===== src/design/gss_pkg.sv =====
// shared constants, types and widths for the gyro sample scaler
package gss_pkg;

    localparam int CALIB_SAMPLES = 512;
    localparam int CNT_W         = $clog2(CALIB_SAMPLES + 1);

    localparam logic [20:0] GYRO_K      = 21'd1311823;
    localparam logic [21:0] ACCEL_K     = 22'd2569480;
    localparam logic [63:0] RUN_WAIT_US = 64'd50000;
    localparam int          GDA_BIT     = 1;
    localparam logic [9:0]  US_PER_MS   = 10'd1000;

    localparam int MUL_DIGITS = 4;
    localparam int MUL_CNT_W  = $clog2(MUL_DIGITS);
    localparam int DIV_STEPS  = 64;
    localparam int DIV_CNT_W  = $clog2(DIV_STEPS);
    localparam int SQRT_STEPS = 32;
    localparam int SQRT_CNT_W = $clog2(SQRT_STEPS);

    localparam int PADDR_W = 5;

    localparam logic [2:0] REG_SENSOR_READY = 3'd0;
    localparam logic [2:0] REG_YAW_NEGATE   = 3'd1;
    localparam logic [2:0] REG_YAW_GAIN     = 3'd2;
    localparam logic [2:0] REG_YAW_BIAS     = 3'd3;
    localparam logic [2:0] REG_STALE_LIMIT  = 3'd4;

    typedef enum logic [1:0] {
        CAL_IDLE = 2'd0,
        CAL_RUN  = 2'd1,
        CAL_OK   = 2'd2,
        CAL_FAIL = 2'd3
    } calib_t;

    typedef enum logic [3:0] {
        ST_IDLE,
        ST_MUL_GAIN,
        ST_MUL_K,
        ST_MUL_ACC,
        ST_DIV_MEAN,
        ST_MUL_SQ,
        ST_DIV_SUM,
        ST_SQRT,
        ST_DONE
    } state_t;

    // request to the shared divider
    typedef struct packed {
        logic              start;
        logic              is_signed;
        logic [63:0]       dividend;
        logic [CNT_W-1:0]  divisor;
    } div_req_t;

endpackage


===== src/design/gss_mul.sv =====
// iterative signed multiplier, one 8-bit digit of the second operand per cycle
module gss_mul (
    input  logic               clk,
    input  logic               rst_n,
    input  logic               start,
    input  logic signed [39:0] a,
    input  logic signed [32:0] b,
    output logic               done,
    output logic [63:0]        prod
);

    logic [63:0]                      amag_reg;
    logic [31:0]                      bmag_reg;
    logic [63:0]                      acc_reg;
    logic                             neg_reg;
    logic [gss_pkg::MUL_CNT_W-1:0]    cnt_reg;
    logic                             busy_reg;
    logic                             done_reg;
    logic [39:0]                      a_abs;
    logic [32:0]                      b_abs;
    logic [71:0]                      part;

    assign a_abs = a[39] ? 40'(-a) : 40'(a);
    assign b_abs = b[32] ? 33'(-b) : 33'(b);
    assign part  = amag_reg * bmag_reg[7:0];

    always_ff @(posedge clk or negedge rst_n)
    begin
        if (!rst_n)
        begin
            busy_reg <= 1'b0;
            done_reg <= 1'b0;
            cnt_reg  <= '0;
        end
        else
        begin
            done_reg <= 1'b0;
            if (start)
            begin
                busy_reg <= 1'b1;
                cnt_reg  <= '0;
            end
            else if (busy_reg)
            begin
                cnt_reg <= cnt_reg + 1'b1;
                if (cnt_reg == gss_pkg::MUL_CNT_W'(gss_pkg::MUL_DIGITS - 1))
                begin
                    busy_reg <= 1'b0;
                    done_reg <= 1'b1;
                end
            end
        end
    end

    always_ff @(posedge clk)
    begin
        if (start)
        begin
            amag_reg <= 64'(a_abs);
            bmag_reg <= b_abs[31:0];
            neg_reg  <= a[39] ^ b[32];
            acc_reg  <= '0;
        end
        else if (busy_reg)
        begin
            acc_reg  <= acc_reg + part[63:0];
            amag_reg <= {amag_reg[55:0], 8'd0};
            bmag_reg <= {8'd0, bmag_reg[31:8]};
        end
    end

    assign done = done_reg;
    assign prod = neg_reg ? 64'(-acc_reg) : acc_reg;

endmodule


===== src/design/gss_div.sv =====
// restoring divider, one quotient bit per cycle, truncates toward zero
module gss_div (
    input  logic              clk,
    input  logic              rst_n,
    input  gss_pkg::div_req_t req,
    output logic              done,
    output logic [63:0]       quot
);

    logic [63:0]                  q_reg;
    logic [gss_pkg::CNT_W-1:0]    rem_reg;
    logic [gss_pkg::CNT_W-1:0]    dsr_reg;
    logic                         neg_reg;
    logic [gss_pkg::DIV_CNT_W-1:0] cnt_reg;
    logic                         busy_reg;
    logic                         done_reg;
    logic                         neg_in;
    logic [gss_pkg::CNT_W:0]      trial;
    logic [gss_pkg::CNT_W:0]      diff;

    assign neg_in = req.is_signed & req.dividend[63];
    assign trial  = {rem_reg, q_reg[63]};
    assign diff   = trial - {1'b0, dsr_reg};

    always_ff @(posedge clk or negedge rst_n)
    begin
        if (!rst_n)
        begin
            busy_reg <= 1'b0;
            done_reg <= 1'b0;
            cnt_reg  <= '0;
        end
        else
        begin
            done_reg <= 1'b0;
            if (req.start)
            begin
                busy_reg <= 1'b1;
                cnt_reg  <= '0;
            end
            else if (busy_reg)
            begin
                cnt_reg <= cnt_reg + 1'b1;
                if (cnt_reg == gss_pkg::DIV_CNT_W'(gss_pkg::DIV_STEPS - 1))
                begin
                    busy_reg <= 1'b0;
                    done_reg <= 1'b1;
                end
            end
        end
    end

    always_ff @(posedge clk)
    begin
        if (req.start)
        begin
            q_reg   <= neg_in ? 64'(-req.dividend) : req.dividend;
            rem_reg <= '0;
            dsr_reg <= req.divisor;
            neg_reg <= neg_in;
        end
        else if (busy_reg)
        begin
            if (trial >= {1'b0, dsr_reg})
            begin
                rem_reg <= diff[gss_pkg::CNT_W-1:0];
                q_reg   <= {q_reg[62:0], 1'b1};
            end
            else
            begin
                rem_reg <= trial[gss_pkg::CNT_W-1:0];
                q_reg   <= {q_reg[62:0], 1'b0};
            end
        end
    end

    assign done = done_reg;
    assign quot = neg_reg ? 64'(-q_reg) : q_reg;

endmodule


===== src/design/gss_sqrt.sv =====
// floor square root of a 64-bit value, one root bit per cycle
module gss_sqrt (
    input  logic        clk,
    input  logic        rst_n,
    input  logic        start,
    input  logic [63:0] radicand,
    output logic        done,
    output logic [31:0] root
);

    logic [63:0]                    x_reg;
    logic [34:0]                    rem_reg;
    logic [31:0]                    root_reg;
    logic [gss_pkg::SQRT_CNT_W-1:0] cnt_reg;
    logic                           busy_reg;
    logic                           done_reg;
    logic [34:0]                    rem_sh;
    logic [34:0]                    trial;

    assign rem_sh = {rem_reg[32:0], x_reg[63:62]};
    assign trial  = {1'b0, root_reg, 2'b01};

    always_ff @(posedge clk or negedge rst_n)
    begin
        if (!rst_n)
        begin
            busy_reg <= 1'b0;
            done_reg <= 1'b0;
            cnt_reg  <= '0;
        end
        else
        begin
            done_reg <= 1'b0;
            if (start)
            begin
                busy_reg <= 1'b1;
                cnt_reg  <= '0;
            end
            else if (busy_reg)
            begin
                cnt_reg <= cnt_reg + 1'b1;
                if (cnt_reg == gss_pkg::SQRT_CNT_W'(gss_pkg::SQRT_STEPS - 1))
                begin
                    busy_reg <= 1'b0;
                    done_reg <= 1'b1;
                end
            end
        end
    end

    always_ff @(posedge clk)
    begin
        if (start)
        begin
            x_reg    <= radicand;
            rem_reg  <= '0;
            root_reg <= '0;
        end
        else if (busy_reg)
        begin
            x_reg <= {x_reg[61:0], 2'b00};
            if (rem_sh >= trial)
            begin
                rem_reg  <= rem_sh - trial;
                root_reg <= {root_reg[30:0], 1'b1};
            end
            else
            begin
                rem_reg  <= rem_sh;
                root_reg <= {root_reg[30:0], 1'b0};
            end
        end
    end

    assign done = done_reg;
    assign root = root_reg;

endmodule


===== src/design/gyro_sample_scaler_with_bias_calibration.sv =====
// top level: gyro/accel sample scaler with a welford bias calibration run
//
// usage
//   item channel (item_valid/item_ready): one transaction per sensor read
//   (func 0) or per calibration start (func 1). result channel
//   (result_valid/result_ready): exactly one result transaction per item.
//   apb port: sensor_ready, yaw_negate, yaw_gain, yaw_bias, stale_limit_ms
//   at byte addresses 0, 4, 8, 12, 16; write only while the block is idle.
// sequencing
//   one item at a time; item_ready is high only while the sequencer idles.
//   non-fresh read or start: no arithmetic, straight to the result register.
//   fresh read: 3 multiplies (start, 4 digit steps, hand-off) on the shared
//   digit multiplier. fresh read during a run adds a divide for the mean
//   step and a square multiply. the last sample of a run adds a divide of
//   the sum of squares and a square root. the iterative divider is the
//   slowest of the shared units.
// reset
//   rst_n clears control, config and calib registers, not data; no memories.
// stall
//   the result register holds while result_ready is low; a new item may be
//   taken as soon as the previous result sits in the output register.
module gyro_sample_scaler_with_bias_calibration (
    input  logic                        clk,
    input  logic                        rst_n,
    // apb
    input  logic                        psel,
    input  logic                        penable,
    input  logic                        pwrite,
    input  logic [gss_pkg::PADDR_W-1:0] paddr,
    input  logic [31:0]                 pwdata,
    output logic [31:0]                 prdata,
    output logic                        pready,
    // item channel
    input  logic                        item_valid,
    output logic                        item_ready,
    input  logic                        func,
    input  logic                        read_ok,
    input  logic [7:0]                  status_byte,
    input  logic signed [15:0]          gyro_raw,
    input  logic signed [15:0]          accel_raw,
    input  logic [63:0]                 now_us,
    // result channel
    output logic                        result_valid,
    input  logic                        result_ready,
    output logic signed [23:0]          rate_z,
    output logic signed [21:0]          accel_z,
    output logic                        fresh,
    output logic [63:0]                 sample_time,
    output logic                        healthy,
    output logic signed [15:0]          last_raw_gyro,
    output logic [1:0]                  calib_status,
    output logic signed [23:0]          calib_mean,
    output logic [22:0]                 calib_stddev
);

    localparam int CW = gss_pkg::CNT_W;

    // configuration registers
    logic               sensor_ready_reg;
    logic               yaw_negate_reg;
    logic [15:0]        yaw_gain_reg;
    logic signed [23:0] yaw_bias_reg;
    logic [15:0]        stale_limit_reg;

    // block state
    logic signed [15:0] last_gyro_reg;
    logic [63:0]        last_fresh_time_reg;
    logic               fresh_seen_reg;
    gss_pkg::calib_t    run_state_reg;
    logic [CW-1:0]      run_count_reg;
    logic [63:0]        run_deadline_reg;
    logic signed [39:0] mean_reg;
    logic [63:0]        sumsq_reg;
    logic signed [23:0] final_mean_reg;
    logic [22:0]        final_dev_reg;

    // sequencer
    gss_pkg::state_t    state_reg;
    gss_pkg::state_t    state_next;
    logic               start_reg;
    logic               start_next;

    // per-item working registers
    logic               func_reg;
    logic               fresh_reg;
    logic [63:0]        now_reg;
    logic signed [16:0] s_reg;
    logic signed [15:0] accel_in_reg;
    logic signed [32:0] p_reg;
    logic signed [23:0] pre_reg;
    logic signed [40:0] d1_reg;
    logic signed [23:0] yaw_reg;
    logic signed [21:0] accz_reg;

    // output register
    logic               out_valid_reg;
    logic signed [23:0] out_yaw_reg;
    logic signed [21:0] out_accz_reg;
    logic               out_fresh_reg;
    logic [63:0]        out_time_reg;
    logic               out_healthy_reg;
    logic signed [15:0] out_last_reg;
    logic [1:0]         out_status_reg;
    logic signed [23:0] out_mean_reg;
    logic [22:0]        out_dev_reg;

    // shared units
    logic               mul_start;
    logic signed [39:0] mul_a;
    logic signed [32:0] mul_b;
    logic               mul_done;
    logic [63:0]        mul_prod;
    gss_pkg::div_req_t  div_req;
    logic               div_done;
    logic [63:0]        div_quot;
    logic               sqrt_start;
    logic               sqrt_done;
    logic [31:0]        sqrt_root;

    // combinational helpers
    logic               accept;
    logic               fresh_in;
    logic               cfg_wr;
    logic [63:0]        pre_rnd;
    logic signed [23:0] pre_val;
    logic signed [24:0] yaw_diff;
    logic signed [23:0] yaw_sat;
    logic [63:0]        acc_rnd;
    logic signed [23:0] acc_val;
    logic signed [21:0] acc_sat;
    logic signed [40:0] xs;
    logic signed [40:0] d1_val;
    logic signed [40:0] d2_val;
    logic signed [41:0] rd1_sum;
    logic signed [41:0] rd2_sum;
    logic signed [25:0] rd1;
    logic signed [25:0] rd2;
    logic [CW-1:0]      cnt_inc;
    logic               run_last;
    logic signed [40:0] mean_rnd;
    logic [63:0]        age;
    logic [25:0]        age_limit;
    logic               healthy_now;
    logic               out_load;

    assign accept   = item_valid & item_ready;
    assign fresh_in = ~func & sensor_ready_reg & read_ok & status_byte[gss_pkg::GDA_BIT];
    assign cfg_wr   = psel & penable & pwrite & pready;

    // apb register file
    assign pready = 1'b1;

    always_comb
    begin
        case (paddr[4:2])
            gss_pkg::REG_SENSOR_READY: prdata = {31'd0, sensor_ready_reg};
            gss_pkg::REG_YAW_NEGATE:   prdata = {31'd0, yaw_negate_reg};
            gss_pkg::REG_YAW_GAIN:     prdata = {16'd0, yaw_gain_reg};
            gss_pkg::REG_YAW_BIAS:     prdata = {8'd0, yaw_bias_reg};
            gss_pkg::REG_STALE_LIMIT:  prdata = {16'd0, stale_limit_reg};
            default:                   prdata = 32'd0;
        endcase
    end

    always_ff @(posedge clk or negedge rst_n)
    begin
        if (!rst_n)
        begin
            sensor_ready_reg <= 1'b0;
            yaw_negate_reg   <= 1'b0;
            yaw_gain_reg     <= 16'd16384;
            yaw_bias_reg     <= '0;
            stale_limit_reg  <= 16'd100;
        end
        else if (cfg_wr)
        begin
            case (paddr[4:2])
                gss_pkg::REG_SENSOR_READY: sensor_ready_reg <= pwdata[0];
                gss_pkg::REG_YAW_NEGATE:   yaw_negate_reg   <= pwdata[0];
                gss_pkg::REG_YAW_GAIN:     yaw_gain_reg     <= pwdata[15:0];
                gss_pkg::REG_YAW_BIAS:     yaw_bias_reg     <= pwdata[23:0];
                gss_pkg::REG_STALE_LIMIT:  stale_limit_reg  <= pwdata[15:0];
                default:                   ;
            endcase
        end
    end

    // yaw: round(p * K / 2^30), then bias removed and saturated to 24 bits
    assign pre_rnd  = mul_prod + 64'd536870912;
    assign pre_val  = pre_rnd[53:30];
    assign yaw_diff = 25'(pre_val) - 25'(yaw_bias_reg);
    assign yaw_sat  = (yaw_diff > 25'sd8388607)  ? 24'sd8388607 :
                      (yaw_diff < -25'sd8388608) ? -24'sd8388608 : yaw_diff[23:0];

    // accel: round(a * K / 2^16), clamped to +-20 g equivalent
    assign acc_rnd = mul_prod + 64'd32768;
    assign acc_val = acc_rnd[39:16];
    assign acc_sat = (acc_val > 24'sd1310720)  ? 22'sd1310720 :
                     (acc_val < -24'sd1310720) ? -22'sd1310720 : acc_val[21:0];

    // welford terms, mean held in 2^-32 units
    assign xs      = {pre_reg[23], pre_reg, 16'd0};
    assign d1_val  = xs - 41'(mean_reg);
    assign d2_val  = xs - 41'(mean_reg);
    assign rd1_sum = 42'(d1_reg) + 42'sd32768;
    assign rd2_sum = 42'(d2_val) + 42'sd32768;
    assign rd1     = rd1_sum[41:16];
    assign rd2     = rd2_sum[41:16];
    assign cnt_inc = run_count_reg + 1'b1;
    assign run_last = cnt_inc >= CW'(gss_pkg::CALIB_SAMPLES);
    assign mean_rnd = 41'(mean_reg) + 41'sd32768;

    // operand selection for the shared units
    always_comb
    begin
        case (state_reg)
            gss_pkg::ST_MUL_GAIN:
            begin
                mul_a = 40'(s_reg);
                mul_b = 33'($signed({1'b0, yaw_gain_reg}));
            end
            gss_pkg::ST_MUL_K:
            begin
                mul_a = 40'(p_reg);
                mul_b = 33'($signed({1'b0, gss_pkg::GYRO_K}));
            end
            gss_pkg::ST_MUL_ACC:
            begin
                mul_a = 40'(accel_in_reg);
                mul_b = 33'($signed({1'b0, gss_pkg::ACCEL_K}));
            end
            default:
            begin
                mul_a = 40'(rd1);
                mul_b = 33'(rd2);
            end
        endcase
    end

    assign mul_start = start_reg & (state_reg == gss_pkg::ST_MUL_GAIN ||
                                    state_reg == gss_pkg::ST_MUL_K ||
                                    state_reg == gss_pkg::ST_MUL_ACC ||
                                    state_reg == gss_pkg::ST_MUL_SQ);

    always_comb
    begin
        div_req.start = start_reg & (state_reg == gss_pkg::ST_DIV_MEAN ||
                                     state_reg == gss_pkg::ST_DIV_SUM);
        if (state_reg == gss_pkg::ST_DIV_SUM)
        begin
            div_req.is_signed = 1'b0;
            div_req.dividend  = sumsq_reg;
            div_req.divisor   = CW'(gss_pkg::CALIB_SAMPLES - 1);
        end
        else
        begin
            div_req.is_signed = 1'b1;
            div_req.dividend  = 64'(d1_reg);
            div_req.divisor   = cnt_inc;
        end
    end

    assign sqrt_start = start_reg & (state_reg == gss_pkg::ST_SQRT);

    gss_mul u_mul (
        .clk   (clk),
        .rst_n (rst_n),
        .start (mul_start),
        .a     (mul_a),
        .b     (mul_b),
        .done  (mul_done),
        .prod  (mul_prod)
    );

    gss_div u_div (
        .clk   (clk),
        .rst_n (rst_n),
        .req   (div_req),
        .done  (div_done),
        .quot  (div_quot)
    );

    gss_sqrt u_sqrt (
        .clk      (clk),
        .rst_n    (rst_n),
        .start    (sqrt_start),
        .radicand (div_quot),
        .done     (sqrt_done),
        .root     (sqrt_root)
    );

    // health check on the state left by this item
    assign age         = now_reg - last_fresh_time_reg;
    assign age_limit   = stale_limit_reg * gss_pkg::US_PER_MS;
    assign healthy_now = sensor_ready_reg & fresh_seen_reg & (age <= 64'(age_limit));
    assign out_load    = (state_reg == gss_pkg::ST_DONE) & (~out_valid_reg | result_ready);

    // sequencer
    always_comb
    begin
        state_next = state_reg;
        start_next = 1'b0;
        case (state_reg)
            gss_pkg::ST_IDLE:
            begin
                if (accept)
                begin
                    if (fresh_in)
                    begin
                        state_next = gss_pkg::ST_MUL_GAIN;
                        start_next = 1'b1;
                    end
                    else
                    begin
                        state_next = gss_pkg::ST_DONE;
                    end
                end
            end
            gss_pkg::ST_MUL_GAIN:
            begin
                if (mul_done)
                begin
                    state_next = gss_pkg::ST_MUL_K;
                    start_next = 1'b1;
                end
            end
            gss_pkg::ST_MUL_K:
            begin
                if (mul_done)
                begin
                    state_next = gss_pkg::ST_MUL_ACC;
                    start_next = 1'b1;
                end
            end
            gss_pkg::ST_MUL_ACC:
            begin
                if (mul_done)
                begin
                    if (run_state_reg == gss_pkg::CAL_RUN)
                    begin
                        state_next = gss_pkg::ST_DIV_MEAN;
                        start_next = 1'b1;
                    end
                    else
                    begin
                        state_next = gss_pkg::ST_DONE;
                    end
                end
            end
            gss_pkg::ST_DIV_MEAN:
            begin
                if (div_done)
                begin
                    state_next = gss_pkg::ST_MUL_SQ;
                    start_next = 1'b1;
                end
            end
            gss_pkg::ST_MUL_SQ:
            begin
                if (mul_done)
                begin
                    if (run_last)
                    begin
                        state_next = gss_pkg::ST_DIV_SUM;
                        start_next = 1'b1;
                    end
                    else
                    begin
                        state_next = gss_pkg::ST_DONE;
                    end
                end
            end
            gss_pkg::ST_DIV_SUM:
            begin
                if (div_done)
                begin
                    state_next = gss_pkg::ST_SQRT;
                    start_next = 1'b1;
                end
            end
            gss_pkg::ST_SQRT:
            begin
                if (sqrt_done)
                begin
                    state_next = gss_pkg::ST_DONE;
                end
            end
            gss_pkg::ST_DONE:
            begin
                if (out_load)
                begin
                    state_next = gss_pkg::ST_IDLE;
                end
            end
            default:
            begin
                state_next = gss_pkg::ST_IDLE;
            end
        endcase
    end

    always_ff @(posedge clk or negedge rst_n)
    begin
        if (!rst_n)
        begin
            state_reg <= gss_pkg::ST_IDLE;
            start_reg <= 1'b0;
        end
        else
        begin
            state_reg <= state_next;
            start_reg <= start_next;
        end
    end

    assign item_ready = (state_reg == gss_pkg::ST_IDLE);

    // calibration and freshness state
    always_ff @(posedge clk or negedge rst_n)
    begin
        if (!rst_n)
        begin
            last_gyro_reg       <= '0;
            last_fresh_time_reg <= '0;
            fresh_seen_reg      <= 1'b0;
            run_state_reg       <= gss_pkg::CAL_IDLE;
            run_count_reg       <= '0;
            run_deadline_reg    <= '0;
            mean_reg            <= '0;
            sumsq_reg           <= '0;
            final_mean_reg      <= '0;
            final_dev_reg       <= '0;
        end
        else
        begin
            if (accept)
            begin
                if (fresh_in)
                begin
                    last_gyro_reg       <= gyro_raw;
                    last_fresh_time_reg <= now_us;
                    fresh_seen_reg      <= 1'b1;
                end
                if (func)
                begin
                    if (!sensor_ready_reg)
                    begin
                        run_state_reg <= gss_pkg::CAL_FAIL;
                    end
                    else
                    begin
                        // start, or restart of a run in progress
                        run_state_reg    <= gss_pkg::CAL_RUN;
                        run_count_reg    <= '0;
                        mean_reg         <= '0;
                        sumsq_reg        <= '0;
                        run_deadline_reg <= now_us + gss_pkg::RUN_WAIT_US;
                    end
                end
                else if (run_state_reg == gss_pkg::CAL_RUN && !fresh_in &&
                         now_us >= run_deadline_reg)
                begin
                    run_state_reg <= gss_pkg::CAL_FAIL;
                end
            end

            if (state_reg == gss_pkg::ST_DIV_MEAN && div_done)
            begin
                mean_reg <= mean_reg + div_quot[39:0];
            end

            if (state_reg == gss_pkg::ST_MUL_SQ && mul_done)
            begin
                sumsq_reg     <= sumsq_reg + mul_prod;
                run_count_reg <= cnt_inc;
                if (run_last)
                begin
                    final_mean_reg <= mean_rnd[39:16];
                end
                else
                begin
                    run_deadline_reg <= now_reg + gss_pkg::RUN_WAIT_US;
                end
            end

            if (state_reg == gss_pkg::ST_SQRT && sqrt_done)
            begin
                final_dev_reg <= (|sqrt_root[31:23]) ? 23'h7FFFFF : sqrt_root[22:0];
                run_state_reg <= gss_pkg::CAL_OK;
            end
        end
    end

    // per-item working registers
    always_ff @(posedge clk)
    begin
        if (accept)
        begin
            func_reg     <= func;
            fresh_reg    <= fresh_in;
            now_reg      <= now_us;
            s_reg        <= yaw_negate_reg ? -17'(gyro_raw) : 17'(gyro_raw);
            accel_in_reg <= accel_raw;
            yaw_reg      <= '0;
            accz_reg     <= '0;
        end
        if (state_reg == gss_pkg::ST_MUL_GAIN && mul_done)
        begin
            p_reg <= mul_prod[32:0];
        end
        if (state_reg == gss_pkg::ST_MUL_K && mul_done)
        begin
            pre_reg <= pre_val;
            yaw_reg <= yaw_sat;
        end
        if (state_reg == gss_pkg::ST_MUL_ACC && mul_done)
        begin
            accz_reg <= acc_sat;
            d1_reg   <= d1_val;
        end
    end

    // output register
    always_ff @(posedge clk or negedge rst_n)
    begin
        if (!rst_n)
        begin
            out_valid_reg <= 1'b0;
        end
        else if (out_load)
        begin
            out_valid_reg <= 1'b1;
        end
        else if (result_ready)
        begin
            out_valid_reg <= 1'b0;
        end
    end

    always_ff @(posedge clk)
    begin
        if (out_load)
        begin
            out_yaw_reg     <= yaw_reg;
            out_accz_reg    <= accz_reg;
            out_fresh_reg   <= fresh_reg;
            out_time_reg    <= now_reg;
            out_healthy_reg <= healthy_now;
            out_last_reg    <= last_gyro_reg;
            out_status_reg  <= run_state_reg;
            out_mean_reg    <= final_mean_reg;
            out_dev_reg     <= final_dev_reg;
        end
    end

    assign result_valid  = out_valid_reg;
    assign rate_z        = out_yaw_reg;
    assign accel_z       = out_accz_reg;
    assign fresh         = out_fresh_reg;
    assign sample_time   = out_time_reg;
    assign healthy       = out_healthy_reg;
    assign last_raw_gyro = out_last_reg;
    assign calib_status  = out_status_reg;
    assign calib_mean    = out_mean_reg;
    assign calib_stddev  = out_dev_reg;

`ifndef ASSERT_OFF
    // one item at a time: an accepted transaction closes the item channel
    a_one_item: assert property (@(posedge clk) disable iff (!rst_n)
        accept |=> !item_ready)
        else $error("item accepted while another is in flight");

    // a start transaction never reports fresh data
    a_start_not_fresh: assert property (@(posedge clk) disable iff (!rst_n)
        out_load && func_reg |=> !fresh && rate_z == 24'sd0 && accel_z == 22'sd0)
        else $error("start transaction produced sensor data");

    // run counter never passes the sample count
    a_count_bound: assert property (@(posedge clk) disable iff (!rst_n)
        run_count_reg <= CW'(gss_pkg::CALIB_SAMPLES))
        else $error("calibration counter overran");

    // a finished run always leaves the full sample count behind
    a_ok_count: assert property (@(posedge clk) disable iff (!rst_n)
        $rose(run_state_reg == gss_pkg::CAL_OK) |->
            run_count_reg == CW'(gss_pkg::CALIB_SAMPLES))
        else $error("run finished early");
`endif

endmodule


===== config.mk =====
export PLATFORM = sky130hd
export DESIGN_NAME = gyro_sample_scaler_with_bias_calibration
export DESIGN_NICKNAME = d
export VERILOG_FILES = /design/src/design/gss_pkg.sv /design/src/design/gss_mul.sv /design/src/design/gss_div.sv /design/src/design/gss_sqrt.sv /design/src/design/gyro_sample_scaler_with_bias_calibration.sv
export SDC_FILE = /design/constraint.sdc
export NUM_CORES = 2
export LEC_CHECK = 0
export BUFFER_PORTS_ARGS = -buffer_cell sky130_fd_sc_hd__buf_4
export CORE_ASPECT_RATIO = 0.7
export CORE_MARGIN = 3
export CORE_UTILIZATION = 59
export CTS_BUF_LIST = sky130_fd_sc_hd__clkbuf_16
export DETAILED_ROUTE_END_ITERATION = 10
export HOLD_SLACK_MARGIN = 0.03
export PLACE_DENSITY = 0.77
export SYNTH_ARGS = -nofsm -noshare
export SYNTH_HDL_FRONTEND = slang
export SYNTH_SLANG_ARGS = --single-unit

===== constraint.sdc =====
create_clock -name clk -period 15.3 [get_ports clk]
set_input_delay 1.53 -clock clk [delete_from_list [all_inputs] [get_ports clk]]
set_output_delay 1.53 -clock clk [all_outputs]
set_load 0.05 [all_outputs]

# Word-level counts from Yosys, hierarchy flattened
# Index checks and enable logic that the tools add are counted.
# W data, S select, Z words.
# word_totals
register_bits	1185
output_inout_bits	212
elab_cells	279
inputBits	150
# classes
n_mul	2
n_eq_ne	25
addsub	25
n_mux	101
magnitude_cmp	9
reduce_logical	43
bitwise	17
# op_table
cell	n
$mux W64	16
$mux W40	7
$neg A64 Y64	3
$add A64 B16 Y64 const B	2
$add A64 B64 Y64	2
$pmux W24 S5	1
$pmux W40 S3	1
$pmux W33 S3	1
$mux W24	4
$mux W32	3
$mux W22	4
$add A41 B17 Y42 const B	2
$mux W75	1
$ge A64 B64 Y1	1
$le A64 B26 Y1	1
$mul A64 B8 Y64	1
$sub A64 B64 Y64	1
$add A54 B30 Y54 const B	1
$mux W10	5
$mux W4	12
$sub A40 B40 Y41	1
$add A40 B16 Y40 const B	1
$add A40 B17 Y40 const B	1
$add A40 B40 Y40	1
other kinds (56)	149

# Longest topological paths before layout
# depth
ltp_word	11
depth_mapped	34
mapped_depth_nobuf	34

# Cells and area by module
# From an unflattened synthesis, not the netlist that was laid out.
# unflattened
hier_cells	9633
area_unflattened_um2	90763.3
# modules_own_cells
mod	instances	area_each_um2	cells_each	seq_area_each_um2
gyro_sample_scaler_with_bias_calibration	1	50716.1	5244	21896.0
gss_mul	1	25268.0	2850	4053.9
gss_sqrt	1	7697.4	741	3398.3
gss_div	1	7081.8	798	2652.5

# Worst setup path after synthesis
# No wires, ideal clock.
# synth_path
path_kind	input -> register
from	input port result_ready
to	register out_accz_reg[0] (netlist: accel_z[0]), enable pin
path_buffers	0
path_stages	2
slack_ps	4444
arrival_ps	10083
setup_ps	773
path_cell_list	inv_1 a21oi_1
# synth_via
elab_chain_len	2
# synth_rtl
element	line	rtl
from (decl)	gyro_sample_scaler_with_bias_calibration.sv:44	input logic result_ready,
$or A1 B1 Y1	gyro_sample_scaler_with_bias_calibration.sv:296	assign out_load = (state_reg == gss_pkg::ST_DONE) & (~out_valid_reg | result_ready);
$and A1 B1 Y1	gyro_sample_scaler_with_bias_calibration.sv:296	
net out_load	gyro_sample_scaler_with_bias_calibration.sv:144	logic out_load;
to (signal assigned)	gyro_sample_scaler_with_bias_calibration.sv:545	out_accz_reg <= accz_reg;
to (decl)	gyro_sample_scaler_with_bias_calibration.sv:98	logic signed [21:0] out_accz_reg;
# The timed path passes the listed nets, and every way through them passes these cells.
# A chain may end at the register's enable or synchronous reset.

# Worst setup path in the final report
# layout_path
from	register stale_limit_reg[2]
to	register out_healthy_reg (netlist: healthy) (data pin)
# layout_via
elab_chain_len	3
# layout_rtl
element	line	rtl
from (decl)	gyro_sample_scaler_with_bias_calibration.sv:63	logic [15:0] stale_limit_reg;
from (signal assigned)	gyro_sample_scaler_with_bias_calibration.sv:182	gss_pkg::REG_STALE_LIMIT: stale_limit_reg <= pwdata[15:0];
$mul A16 B7 Y23	gyro_sample_scaler_with_bias_calibration.sv:294	assign age_limit = stale_limit_reg * gss_pkg::US_PER_MS;
$le A64 B26 Y1	gyro_sample_scaler_with_bias_calibration.sv:295	assign healthy_now = sensor_ready_reg & fresh_seen_reg & (age <= 64'(age_limit));
$and A1 B1 Y1	gyro_sample_scaler_with_bias_calibration.sv:295	
net healthy_now	gyro_sample_scaler_with_bias_calibration.sv:143	logic healthy_now;
to (signal assigned)	gyro_sample_scaler_with_bias_calibration.sv:548	out_healthy_reg <= healthy_now;
to (decl)	gyro_sample_scaler_with_bias_calibration.sv:101	logic out_healthy_reg;
# The timed path passes the listed nets, and every way through them passes these cells.

==> metrics <==
Hold Vio Cnt, Final 0; status complete, no violations; prevailing post-synth register cell edfxtp_1; Worst EP required 15.84 ns; I/O pin total 362; setup TNS 0 ns; Via Count 72320; Seq/Total Area, Yosys 36.4%; # clock sinks 1185; Slew HR 5.87%; Slew Viols, Final 0; final setup fails 0; num rows 117; PwrDens 210 mW/mm²; Hold Worst Slack 0.418 ns; Layout area overhead 9.33%; starting DRC count in detailed routing 8968; Post-Syn Instances 9383; non-filler cells, final 11580; CTS tree yes; Mean Syn Cell Area 9.37 µm²; Final HPWL DP 203000 µm; DR DRC count 0; # Post-CTS Setup Buffers 0; warnings from Yosys 0; Port Buffers 335; layout cells sized above 1 8.55%; CTS Hold Bufs 0; family with the most delay on the worst path simple AND/OR/NAND/NOR gates; max incr delay on CP 0.66 ns; htree depth 3; cell count after placement 11337; overall power 20.2 mW; Startpoint Class flip-flop; gpl congestion 1.01; largest net degree at the start of global routing 134; global-route wire length before repair 410000 µm; Starting Density 59.9%; Power Internal 10.8 mW; Die ar. 0.154 mm²; skew final 0.0289 ns; Routed Antenna Nets 0; leakage power 41.7 nW; CTS clk-pin slew, worst paths 0.06 ns; antenna violations before repair 24; CP bufs+invs 2; synthesized flop and latch total 1185; clk_lat worst skew 0.78 ns; TritonRoute pass-1 iters 8; die height 329 µm; min-delay worst type flip-flop to flip-flop; Sw Ratio 46.5%; crit path time final 9.79 ns; Overflow after GRT 0; Overall Global Routing Usage 34.3%; Post-synth EDFFs 631; slew of the pin with the lowest slew margin 1.39 ns; Die Wd 467 µm; Routed WL 266000 µm; synth unique cells 101; CTS buffer count 120; Clock Tree Buf Depth 3; vias in the first global route 68663; RSZ-0062 raised after global routing false; post-cts repair resize count 0; maximum VDD drop 0.373 mV; Critical Path Fanout Max 5; nets 10602; Crit. End Element flip-flop; Comb power frac 63.4%; FMAX 102 MHz; Reg power frac 21.3%; CTS Root Cell clkbuf_16; asr flop ratio synth 33.0%; clock share of power 15.2%; Max-Cap Viols 0; routed len/inst 23.0 µm; Switch Pwr 9.40 mW; critical path class flip-flop to flip-flop; final period utilization 64.0%; synthesized area 0.0879 mm²; fin util 65.5%; Worst Path Arrival 10.33 ns; Avg Vias per Cell 6.25; slowest cell on the critical path nor4_1; core area 0.147 mm²
logic make-up after synthesis:
family	Yosys count	synth area share [%]
simple gates	3007	16.2
flops	1185	36.4
fa+ha+maj	956	17.6
other cells	2	0.00854
compound gates	2012	14.2
xor+xnor	714	7.14
mux	266	3.17
buf+inv	1241	5.36
per-stage QoR:
| stage | worst slack, ns | cell area [µm²] |
|---|---|---|
| finish | 5.51 | 96100 |
| global placement | 5.95 | 92000 |
| CTS | 5.76 | 96100 |
| floorplan | 4.44 | 88000 |
| global route | 5.04 | 96100 |
| detailed placement | 5.81 | 92000 |
cell usage in the layout, fill, tap and decap left out, types with 125 or more instances in the layout:
cell and instances:
o21ai_0 644, nor3_1 148, a21oi_1 501, clkbuf_16 125, ha_1 488, nand3_1 241
buf_4 416, edfxtp_1 631, fa_1 468, dfrtp_1 384, nor2_1 609, a21o_1 187
and2_1 230, mux2i_1 165, xnor2_1 415, inv_1 812, xor2_1 297, dfxtp_1 163
nand2_1 1137
metal layers:
layer	vias up	wire length, µm	track usage [%]
li1	32730	-	-
met1	35366	116000	52.4
met2	3776	109000	48.1
met3	432	32900	8.96
met4	16	7620	9.34
met5	-	120	0
path summary, 6_finish.rpt:
path                                     from              endpoint  slack, ns  cells past startpoint
max                        stale_limit_reg[2]               healthy       5.51                     30
min                              accz_reg[16]           accel_z[16]       0.42                      0
max reg2reg                stale_limit_reg[2]               healthy       5.51                     30
min reg2reg                      accz_reg[16]           accel_z[16]       0.42                      0
max in group asynchronous               rst_n  run_deadline_reg[28]      12.28                      3
min in group asynchronous               rst_n     final_dev_reg[19]       0.80                      1
layout make-up:
class                   instances  area, µm²
multi-input cells            6971      51400
fillers                     11818      50600
flip-flops and latches       1185      32000
repair buffers                418       3160
clock buffers                 125       3130
inverters                     800       3010
well taps                    1963       2460
clock inverters               104        931
diodes                         14       35.0
power groups by stage:
stage | Combinational, mW | Clock [mW] | Sequential (mW)
after floorplan | 9.77 | 0 | 4.09
after global placement | 12.2 | 0 | 4.32
after detailed placement | 12.5 | 0 | 4.34
after CTS | 12.6 | 3.12 | 4.28
after global routing | 14.4 | 3.25 | 4.35
final | 12.8 | 3.08 | 4.31
synth_stat cells, types with 42 or more instances:
cell	n	area, µm²
a211oi_1	65	488
a21o_1	187	1400
a21oi_1	502	2510
a31oi_1	72	450
and2_1	231	1450
and3_1	103	644
buf_1	62	233
clkbuf_1	362	1360
dfrtp_1	387	9680
dfxtp_1	163	3260
edfxtp_1	631	18900
fa_1	468	9370
ha_1	488	6110
inv_1	794	2980
mux2_2	101	1140
mux2i_1	165	1650
nand2_1	1142	4290
nand2b_1	83	519
nand3_1	242	1210
nand4_1	105	657
nor2_1	615	2310
nor2b_1	69	432
nor3_1	149	746
nor4_1	53	332
o211ai_1	73	548
o21a_1	56	420
o21ai_0	645	3230
o22ai_1	42	263
o31ai_1	78	586
or3_1	65	407
xnor2_1	415	3630
xor2_1	297	2600
Power figures use the tool's default switching activity.
